File: src/rtl/gfrc_pkg.sv
// Shared constants and stage record types for the GNSS fix record compactor.
// Depends on nothing; used by gnss_fix_record_compactor_top.
package gfrc_pkg;

    // Stream word widths: input fields pack to 235 bits, results to 155 bits.
    localparam int InDataWidth  = 240;
    localparam int OutDataWidth = 160;

    // Horizontal accuracy: mm to dm, saturated. Quotient is n * 5243 >> 19 for n < 25600.
    localparam logic [14:0] HorizSatLimit = 15'd25600;
    localparam logic [12:0] HorizRecip    = 13'd5243;
    localparam logic [7:0]  ByteMax       = 8'd255;

    // Speed accuracy: mm/s to cm/s, saturated. Quotient is n * 52429 >> 19 for n < 2560.
    localparam logic [11:0] SpeedAccSatLimit = 12'd2560;
    localparam logic [15:0] SpeedAccRecip    = 16'd52429;

    // Ground speed: mm/s to cm/s, clamped. Quotient is n * 1677722 >> 24 for n < 655360.
    localparam logic [19:0] SpeedSatLimit = 20'd655360;
    localparam logic [20:0] SpeedRecip    = 21'd1677722;
    localparam logic [15:0] SpeedMax      = 16'd65535;

    // Heading: one 1/256 turn is 140625 units of 1e-5 degree. The offset is sixty
    // whole turns (keeps the sum positive) plus the rounding half step of 70312.
    localparam logic [33:0] HeadingOffset = 34'd2160070312;
    localparam logic [17:0] HeadingStep   = 18'd140625;
    // floor(2^43 / 140625), applied to the heading sum shifted right by 11.
    localparam logic [25:0] HeadingRecip  = 26'd62549994;

    // One accepted input record together with its sequence stamp.
    typedef struct packed {
        logic [7:0]  sequence_num;
        logic [2:0]  fix_type;
        logic        fix_ok;
        logic [7:0]  num_sats;
        logic [31:0] horiz_acc_mm;
        logic [31:0] time_of_week_ms;
        logic [30:0] latitude;
        logic [31:0] longitude;
        logic [31:0] ground_speed_mm_s;
        logic [31:0] speed_acc_mm_s;
        logic [31:0] heading_e5_deg;
    } in_item_t;

    // Record after the first compute stage; heading still needs its correction step.
    typedef struct packed {
        logic [7:0]  sequence_res;
        logic [3:0]  fix_byte;
        logic [7:0]  sats_out;
        logic [7:0]  horiz_acc_dm;
        logic [31:0] time_out_ms;
        logic [30:0] latitude_out;
        logic [31:0] longitude_out;
        logic [15:0] ground_speed_cm_s;
        logic [7:0]  speed_acc_cm_s;
        logic [32:0] heading_sum;
        logic [14:0] heading_quot_est;
    } mid_item_t;

endpackage

File: src/rtl/gnss_fix_record_compactor_top.sv
// An accepted input word passes through the input, compute and result registers to the output.
// Throughput: one record per cycle unless the output stalls; the three register stages
// (input, compute, result) advance independently, so a full result register does not
// stop input while a stage ahead of it is empty.
// Reset (rst_n low, asynchronous): all stages empty, sequence counter back to 0.
// Uses gfrc_pkg for constants and stage record types.
module gnss_fix_record_compactor_top
(
    input  logic         clk,
    input  logic         rst_n,
    input  logic         s_axis_tvalid,
    output logic         s_axis_tready,
    // fix_type[2:0], fix_ok[3], num_sats[11:4], horiz_acc_mm[43:12],
    // time_of_week_ms[75:44], latitude[106:76], longitude[138:107],
    // ground_speed_mm_s[170:139], speed_acc_mm_s[202:171], heading_e5_deg[234:203]
    input  logic [gfrc_pkg::InDataWidth-1:0]  s_axis_tdata,
    output logic         m_axis_tvalid,
    input  logic         m_axis_tready,
    // sequence_res[7:0], fix_byte[11:8], sats_out[19:12], horiz_acc_dm[27:20],
    // time_out_ms[59:28], latitude_out[90:60], longitude_out[122:91],
    // ground_speed_cm_s[138:123], speed_acc_cm_s[146:139], heading_byte[154:147]
    output logic [gfrc_pkg::OutDataWidth-1:0] m_axis_tdata
);

    // Stage registers and their next values.
    logic                 in_valid_reg, in_valid_next;
    gfrc_pkg::in_item_t   in_data_reg, in_data_next;
    logic                 mid_valid_reg, mid_valid_next;
    gfrc_pkg::mid_item_t  mid_data_reg, mid_data_next;
    logic                 out_valid_reg, out_valid_next;
    logic [gfrc_pkg::OutDataWidth-1:0] out_data_reg, out_data_next;
    logic [7:0]           seq_reg, seq_next;

    // Handshake and advance signals.
    logic                 in_accept;
    logic                 out_adv;
    logic                 mid_adv;
    logic                 in_adv;

    // First compute stage.
    logic                 horiz_sat;
    logic [27:0]          horiz_prod;
    logic                 speed_acc_sat;
    logic [27:0]          speed_acc_prod;
    logic                 speed_sat;
    logic [40:0]          speed_prod;
    logic [33:0]          heading_wide;
    logic [32:0]          heading_sum;
    logic [47:0]          heading_prod;
    gfrc_pkg::mid_item_t  mid_calc;

    // Second compute stage.
    logic [32:0]          heading_back;
    logic [32:0]          heading_rem;
    logic                 heading_inc;
    logic [7:0]           heading_byte;

    // Each stage moves when the one after it is empty or moving.
    assign out_adv       = !out_valid_reg || m_axis_tready;
    assign mid_adv       = !mid_valid_reg || out_adv;
    assign in_adv        = !in_valid_reg || mid_adv;
    assign s_axis_tready = in_adv;
    assign in_accept     = s_axis_tvalid && in_adv;

    // Input register: unpack the word and stamp the sequence number.
    always_comb
    begin
        in_valid_next = in_adv ? s_axis_tvalid : in_valid_reg;
        seq_next      = in_accept ? seq_reg + 8'd1 : seq_reg;
        in_data_next  = in_data_reg;
        if (in_accept)
        begin
            in_data_next.sequence_num      = seq_reg;
            in_data_next.fix_type          = s_axis_tdata[2:0];
            in_data_next.fix_ok            = s_axis_tdata[3];
            in_data_next.num_sats          = s_axis_tdata[11:4];
            in_data_next.horiz_acc_mm      = s_axis_tdata[43:12];
            in_data_next.time_of_week_ms   = s_axis_tdata[75:44];
            in_data_next.latitude          = s_axis_tdata[106:76];
            in_data_next.longitude         = s_axis_tdata[138:107];
            in_data_next.ground_speed_mm_s = s_axis_tdata[170:139];
            in_data_next.speed_acc_mm_s    = s_axis_tdata[202:171];
            in_data_next.heading_e5_deg    = s_axis_tdata[234:203];
        end
    end

    // Horizontal accuracy: saturate large values, else multiply by the reciprocal of 100.
    assign horiz_sat  = (in_data_reg.horiz_acc_mm[31:15] != 17'd0) ||
                        (in_data_reg.horiz_acc_mm[14:0] >= gfrc_pkg::HorizSatLimit);
    assign horiz_prod = 28'(in_data_reg.horiz_acc_mm[14:0]) * 28'(gfrc_pkg::HorizRecip);

    // Speed accuracy: the same with the reciprocal of 10.
    assign speed_acc_sat  = (in_data_reg.speed_acc_mm_s[31:12] != 20'd0) ||
                            (in_data_reg.speed_acc_mm_s[11:0] >= gfrc_pkg::SpeedAccSatLimit);
    assign speed_acc_prod = 28'(in_data_reg.speed_acc_mm_s[11:0]) *
                            28'(gfrc_pkg::SpeedAccRecip);

    // Ground speed: negative gives zero, large values clamp, else divide by 10.
    assign speed_sat  = (in_data_reg.ground_speed_mm_s[30:20] != 11'd0) ||
                        (in_data_reg.ground_speed_mm_s[19:0] >= gfrc_pkg::SpeedSatLimit);
    assign speed_prod = 41'(in_data_reg.ground_speed_mm_s[19:0]) * 41'(gfrc_pkg::SpeedRecip);

    // Heading: shift by whole turns plus half a step, then estimate the step count.
    // The estimate is the true quotient or one below it.
    assign heading_wide = {{2{in_data_reg.heading_e5_deg[31]}}, in_data_reg.heading_e5_deg} +
                          gfrc_pkg::HeadingOffset;
    assign heading_sum  = heading_wide[32:0];
    assign heading_prod = 48'(heading_sum[32:11]) * 48'(gfrc_pkg::HeadingRecip);

    // Assemble the first compute stage result.
    always_comb
    begin
        mid_calc.sequence_res  = in_data_reg.sequence_num;
        mid_calc.fix_byte      = {in_data_reg.fix_ok, in_data_reg.fix_type};
        mid_calc.sats_out      = in_data_reg.num_sats;
        mid_calc.horiz_acc_dm  = horiz_sat ? gfrc_pkg::ByteMax : horiz_prod[26:19];
        mid_calc.time_out_ms   = in_data_reg.time_of_week_ms;
        mid_calc.latitude_out  = in_data_reg.latitude;
        mid_calc.longitude_out = in_data_reg.longitude;
        if (in_data_reg.ground_speed_mm_s[31])
        begin
            mid_calc.ground_speed_cm_s = 16'd0;
        end
        else if (speed_sat)
        begin
            mid_calc.ground_speed_cm_s = gfrc_pkg::SpeedMax;
        end
        else
        begin
            mid_calc.ground_speed_cm_s = speed_prod[39:24];
        end
        mid_calc.speed_acc_cm_s   = speed_acc_sat ? gfrc_pkg::ByteMax : speed_acc_prod[26:19];
        mid_calc.heading_sum      = heading_sum;
        mid_calc.heading_quot_est = heading_prod[46:32];
    end

    // Compute register.
    always_comb
    begin
        mid_valid_next = mid_adv ? in_valid_reg : mid_valid_reg;
        mid_data_next  = (mid_adv && in_valid_reg) ? mid_calc : mid_data_reg;
    end

    // Heading correction: bump the estimate when the remainder covers another step.
    assign heading_back = 33'(mid_data_reg.heading_quot_est) * 33'(gfrc_pkg::HeadingStep);
    assign heading_rem  = mid_data_reg.heading_sum - heading_back;
    assign heading_inc  = heading_rem >= 33'(gfrc_pkg::HeadingStep);
    assign heading_byte = mid_data_reg.heading_quot_est[7:0] + {7'd0, heading_inc};

    // Result register.
    always_comb
    begin
        out_valid_next = out_adv ? mid_valid_reg : out_valid_reg;
        out_data_next  = out_data_reg;
        if (out_adv && mid_valid_reg)
        begin
            out_data_next = {5'd0,
                             heading_byte,
                             mid_data_reg.speed_acc_cm_s,
                             mid_data_reg.ground_speed_cm_s,
                             mid_data_reg.longitude_out,
                             mid_data_reg.latitude_out,
                             mid_data_reg.time_out_ms,
                             mid_data_reg.horiz_acc_dm,
                             mid_data_reg.sats_out,
                             mid_data_reg.fix_byte,
                             mid_data_reg.sequence_res};
        end
    end

    // Control state.
    always_ff @(posedge clk or negedge rst_n)
    begin
        if (!rst_n)
        begin
            in_valid_reg  <= 1'b0;
            mid_valid_reg <= 1'b0;
            out_valid_reg <= 1'b0;
            seq_reg       <= 8'd0;
        end
        else
        begin
            in_valid_reg  <= in_valid_next;
            mid_valid_reg <= mid_valid_next;
            out_valid_reg <= out_valid_next;
            seq_reg       <= seq_next;
        end
    end

    // Payload registers.
    always_ff @(posedge clk)
    begin
        in_data_reg  <= in_data_next;
        mid_data_reg <= mid_data_next;
        out_data_reg <= out_data_next;
    end

    assign m_axis_tvalid = out_valid_reg;
    assign m_axis_tdata  = out_data_reg;

`ifndef SYNTHESIS
    // An empty result register must never hold off the input.
    assert property (@(posedge clk) disable iff (!rst_n)
        !out_valid_reg |-> s_axis_tready)
        else $error("input stalled while the result register is empty");

    // With every stage full and the output stalled, no new word may enter.
    assert property (@(posedge clk) disable iff (!rst_n)
        (in_valid_reg && mid_valid_reg && out_valid_reg && !m_axis_tready) |-> !s_axis_tready)
        else $error("input accepted into a full pipeline");

    // The heading estimate is never more than one step short.
    assert property (@(posedge clk) disable iff (!rst_n)
        mid_valid_reg |-> (heading_rem < {gfrc_pkg::HeadingStep, 1'b0}))
        else $error("heading quotient estimate out of range");
`endif

endmodule
File: config.mk
export PLATFORM = sky130hd
export DESIGN_NAME = gnss_fix_record_compactor_top
export DESIGN_NICKNAME = d
export VERILOG_FILES = /design/src/rtl/gfrc_pkg.sv /design/src/rtl/gnss_fix_record_compactor_top.sv
export SDC_FILE = /design/constraint.sdc
export NUM_CORES = 2
export LEC_CHECK = 0
export BUFFER_PORTS_ARGS = -buffer_cell sky130_fd_sc_hd__buf_2
export CAP_MARGIN = 40
export CORE_UTILIZATION = 30
export CTS_BUF_LIST = sky130_fd_sc_hd__clkbuf_2 sky130_fd_sc_hd__clkbuf_4 sky130_fd_sc_hd__clkbuf_8
export CTS_CLUSTER_SIZE = 10
export DETAILED_ROUTE_END_ITERATION = 7
export PLACE_DENSITY = 0.55
export SYNTH_ARGS = -nofsm -noshare
export SYNTH_HDL_FRONTEND = slang
export SYNTH_SLANG_ARGS = --single-unit
File: constraint.sdc
create_clock -name clk -period 9.7 [get_ports clk]
set_input_delay 2.91 -clock clk [delete_from_list [all_inputs] [get_ports clk]]
set_output_delay 2.91 -clock clk [all_outputs]
set_load 0.01 [all_outputs]
# Word level (Yosys, flattened, before mapping)
# Index checks and enable logic that the tools add are counted.
[word_totals]
ff_bits = 604
input_bits = 244
out_inout_bits = 162
word_cells = 56
[op_classes]
add_sub_neg = 4
multipliers = 5
magnitude_cmp = 4
n_mux = 1
reduce_logical = 15
[op_table]
columns = ["operator", "count"]
rows = [
  ["$mul A22 B25 Y46 const B", 1],
  ["$mul A20 B20 Y39 const B", 1],
  ["$add A32 B33 Y33 const B", 1],
  ["$ge A33 B18 Y1 const B", 1],
  ["$mul A15 B18 Y33 const B", 1],
  ["$sub A33 B33 Y33", 1],
  ["$mul A12 B16 Y27 const B", 1],
  ["$mul A15 B13 Y27 const B", 1],
  ["$ge A20 B20 Y1 const B", 1],
  ["$reduce_bool A20 Y1", 1],
  ["$reduce_bool A17 Y1", 1],
  ["$mux W16", 1],
  ["$ge A15 B15 Y1 const B", 1],
  ["$ge A12 B12 Y1 const B", 1],
  ["$reduce_bool A11 Y1", 1],
  ["$add A8 B1 Y8", 1],
  ["$add A8 B1 Y8 const B", 1],
  ["$logic_or A1 B1 Y1", 6],
  ["$logic_and A1 B1 Y1", 3],
  ["$logic_not A1 Y1", 3],
]

# Longest topological paths before layout
[depth]
depth_word = 5
depth_mapped = 34
depth_no_buf = 34

# Worst setup path before layout
# Ideal clock, no wire load.
[synth_timing]
path_kind = "input -> register"
startpoint = "input m_axis_tready"
endpoint = "register seq_reg[7]"
setup_ps = 123
arrival_ps = 11076
required_time_ps = 9577
slack_ps = -1499
cell_stages = 7
path_buffers = 1
path_cell_list = "nor2b_1 nand3_1 and2_1 clkbuf_1 and4_1 nand3_1 xnor2_1"
[synth_via]
elab_chain_cells = 4
[synth_rtl]
columns = ["item", "line", "source"]
rows = [
  ["from (decl)", "gnss_fix_record_compactor_top.sv:18", "input logic m_axis_tready,"],
  ["$logic_or A1 B1 Y1", "gnss_fix_record_compactor_top.sv:59", "assign out_adv = !out_valid_reg || m_axis_tready;"],
  ["$logic_or A1 B1 Y1", "gnss_fix_record_compactor_top.sv:60", "assign mid_adv = !mid_valid_reg || out_adv;"],
  ["$logic_or A1 B1 Y1", "gnss_fix_record_compactor_top.sv:61", "assign in_adv = !in_valid_reg || mid_adv;"],
  ["net s_axis_tready", "gnss_fix_record_compactor_top.sv:12", "output logic s_axis_tready,"],
  ["$logic_and A1 B1 Y1", "gnss_fix_record_compactor_top.sv:63", "assign in_accept = s_axis_tvalid && in_adv;"],
  ["net in_accept", "gnss_fix_record_compactor_top.sv:35", "logic in_accept;"],
  ["to (signal assigned)", "gnss_fix_record_compactor_top.sv:186", "seq_reg <= seq_next;"],
  ["to (decl)", "gnss_fix_record_compactor_top.sv:32", "logic [7:0] seq_reg, seq_next;"],
]
# The timed path passes the listed nets, and every way through them passes these cells.
# A chain may end at the register's enable or synchronous reset.

# Final worst setup path
[layout_timing]
startpoint = "register in_data_reg[3] (netlist name)"
endpoint = "register mid_data_reg[14] (netlist name), data pin"
[layout_via]
elab_chain_cells = 2
[layout_rtl]
columns = ["item", "line", "source"]
rows = [
  ["from (decl)", "gnss_fix_record_compactor_top.sv:27", "gfrc_pkg::in_item_t in_data_reg, in_data_next;"],
  ["from (signal assigned)", "gnss_fix_record_compactor_top.sv:193", "in_data_reg <= in_data_next;"],
  ["$add A32 B33 Y33", "gnss_fix_record_compactor_top.sv:105", "assign heading_wide = {{2{in_data_reg.heading_e5_deg[31]}}, in_data_reg.heading_e5_deg} +"],
  ["net heading_wide[29]", "gnss_fix_record_compactor_top.sv:47", "logic [33:0] heading_wide;"],
  ["$mul A22 B25 Y46", "gnss_fix_record_compactor_top.sv:108", "assign heading_prod = 48'(heading_sum[32:11]) * 48'(gfrc_pkg::HeadingRecip);"],
  ["net heading_prod[46]", "gnss_fix_record_compactor_top.sv:49", "logic [47:0] heading_prod;"],
  ["to (signal assigned)", "gnss_fix_record_compactor_top.sv:194", "mid_data_reg <= mid_data_next;"],
  ["to (decl)", "gnss_fix_record_compactor_top.sv:29", "gfrc_pkg::mid_item_t mid_data_reg, mid_data_next;"],
]
# The timed path passes the listed nets, and every way through them passes these cells.

==> impl_metrics.toml <==
[global_routing]
grt_pass1_vias = 29200
grt_usage_pct = 13.7
grt_max_degree = 134
grt_overflow = 0
antenna_found_initial = 16
grt_pass1_wl_um = 165000

[drt]
vias = 26800
totalWireLength_um = 105000
drtIter0Drc = 1107
drc_errors = 54
post_drt_wl_per_cell_um = 16.8
firstDrtPassIters = 8
vias_per_cell = 4.27
drtAntennaViolNets = 0

[sta]
slew_headroom_pct = 30.0
rsz0062_at_grt = "no"
max_freq_mhz = 110
period_needed_ps = 9120
final_max_slew_viol_count = 0
worst_slew_pin_slew_ps = 1050
final.period_utilization_pct = 94.0
tns_ps = 0
hold_violations = 0
finClkSkew_ps = 74.8
setup_viol = 0

[worst_setup_path]
cp_num_cells = 36
cp-start-kind = "flop"
crit_slowest_cell = "fa_1"
r2r_cells = 36
startpoint = "in_data_reg[3]$_DFFE_PP_"
end_kind = "flop"
critPathMaxFanout = 7
slowest_delay_ps = 530
arrival_ps = 9710
critPathTopFamily = "adder cells"
critical_path_required_ps = 10290
r2r_slack_ps = 580
critPathKind = "flop to flop"
worst-path-buf-inv = 7
r2r-end = "mid_data_reg[14]$_DFFE_PP_"
cp_common_cell = "fa_1"
r2r_start = "in_data_reg[3]$_DFFE_PP_"

[synth]
synth.yosys.warnings = 0
synth.avg_cell_area_sq_um = 13.0
synthMuxAreaShare_pct = 0.187
ys_top_cells_by_area = "edfxtp_1 38%, fa_1 25%, ha_1 19%"
ys.flop_type = "edfxtp_1"
synth-xor-area-share_pct = 2.30
synth_common_cells = "992 x inv_1, 703 x ha_1, 593 x edfxtp_1, 580 x fa_1, 84 x a21oi_1"
synth_top_family_by_area = "adder cells"
synthMostInstantiatedCell = "inv_1"
synth.top_cell.area_share_pct = 38.1
synth_compound_area_share_pct = 3.73
ys_seq_elements = 604
syn_inst = 3603
syn_area_sq_um = 46800
synth_cell_types = 61
synth_adder_area_share_pct = 43.6
synth_top_cell_by_area = "edfxtp_1"
synthSimpleGateAreaFrac_pct = 3.30
synth_edf_count = 593
async_flop_share_pct = 1.82
seq_area_frac_synth_pct = 38.7

[finish]
nFillCells = 15100
final_net_count = 5671
drive_gt1_share_pct = 15.3
multi_input_area_sq_um = 24900
largest_reg_flops = 243
seq_area_sq_um = 18100
area_growth_syn_to_layout_pct = 15.8

[cts]
htree_num_levels = 3
cts_buffers = 111
insertion_delay_ps = 870
cts.sinks = 604
cts_buffer_depth = 3
postCtsSetupRepairBufs = 0
cts_tree = "done"
clk_pin_slew_ps = 60
clockRootBuffer = "clkbuf_8"

[flow_run]
cap_viol_max_count = 0

[hold_path]
holdPathStages = 0
worstHoldStart = "in_data_reg[225]$_DFFE_PP_"
hold_end = "mid_data_reg[177]$_DFFE_PP_"
hp-class = "flop to flop"

[placement]
port_buffers = 395
hpwlAfterDp_um = 86700
gp_congestion = 0.857

[floorplanning]
die_w_um = 397
die_y_um = 397
coreArea_sq_um = 154000
num_io_pins = 406
initial_core_util_pct = 30.3
die-area_sq_um = 157000
rows = 144

[run_status]
status = "finished, violations left"
violations = "DRC"
metal layers:
| metal | global-route usage (%) | vias to the layer above | share of wire, % |
|---|---|---|---|
| met2 | 23.6 | 472 | 50 |
| met4 | 3.74 | 2 | 2.1 |
| li1 | - | 12900 | - |
| met1 | 17.5 | 13400 | 44 |
| met3 | 2.43 | 144 | 4.5 |
| met5 | 0 | - | 0.012 |
metrics by stage:
| step | hold WS (ps) | setup slack [ps] | cells | cell area [sq um] | utilization (%) |
|---|---|---|---|---|---|
| 6_report | 377 | 581 | 6284 | 54100 | 35.1 |
| 2_1_floorplan | 400 | 1100 | 3607 | 46800 | - |
| 3_3_place_gp | 400 | 331 | 6073 | 51600 | 33.4 |
| 3_5_place_dp | 405 | 334 | 6075 | 51600 | 33.4 |
| 4_1_cts | 352 | 325 | 6278 | 54100 | 35.0 |
| 5_1_grt | 369 | 24.1 | 6283 | 54100 | 35.1 |
worst reg2reg max path, delay by kind of cell, from the launching register on:
kind / cells / cell delay, ps
flops: 1 / 410
fa+ha+maj: 9 / 3790
xor+xnor: 3 / 490
buf+inv: 7 / 760
compound gates: 8 / 1790
simple gates: 9 / 1650
cell usage in the layout, fill, tap and decap left out, drive strengths merged, types with 6 or more instances in the layout:
cell,instances
a21o,35
xor2,50
clkinv,39
nor3,22
clkbuf,144
edfxtp,593
a21oi,84
nand3,35
a31oi,12
o21bai,8
nand4,23
o211ai,6
bufinv,11
nor2,59
and3,14
and4,6
or3,8
dfrtp,11
o21a,12
nand2,67
o21ai,59
inv,996
fa,580
mux2,6
o31ai,10
nor4,10
ha,703
diode,6
xnor2,73
and2,9
nand2b,20
buf,441
nor2b,16
what timing repair did:
| item | 4_1_cts | 5_1_grt |
|---|---|---|
| endpoints found under the setup margin | 0 | 5 |
| hold buffers | 0 | 0 |
| resized for setup | 0 | 5 |
worst max path at each step:
| stage | endpoint | slack (ps) |
|---|---|---|
| final | mid_data_reg[14]$_DFFE_PP_ | 580 |
| after global routing | mid_data_reg[14]$_DFFE_PP_ | 20 |
| after CTS | mid_data_reg[11]$_DFFE_PP_ | 320 |
| after detailed placement | mid_data_reg[14]$_DFFE_PP_ | 330 |
| after global placement | mid_data_reg[14]$_DFFE_PP_ | 330 |
| after floorplan | mid_data_reg[14]$_DFFE_PP_ | 1100 |
cells by family after synthesis:
kind of cell | count (synthesis)
AOI/OAI and AO/OA | 271
and+or+nand+nor | 304
adders and majority gates | 1283
other | 1
xor gates and xnor gates | 123
DFF | 604
muxes | 8
buffers and inverters | 1009
cell type report:
cell class	count	share of cell area, %
Antenna cell	6	0.0277
Clock buffer	144	3.30
Clock inverter	59	1.31
Inverter	992	6.88
Multi-Input combinational cell	1994	46.0
Sequential cell	604	33.4
Tap cell	2044	4.72
Timing Repair Buffer	441	4.37
Power is left out: the tool's default activity adds up to more than one toggle a clock period on the data nets, which glitch-free logic cannot reach.
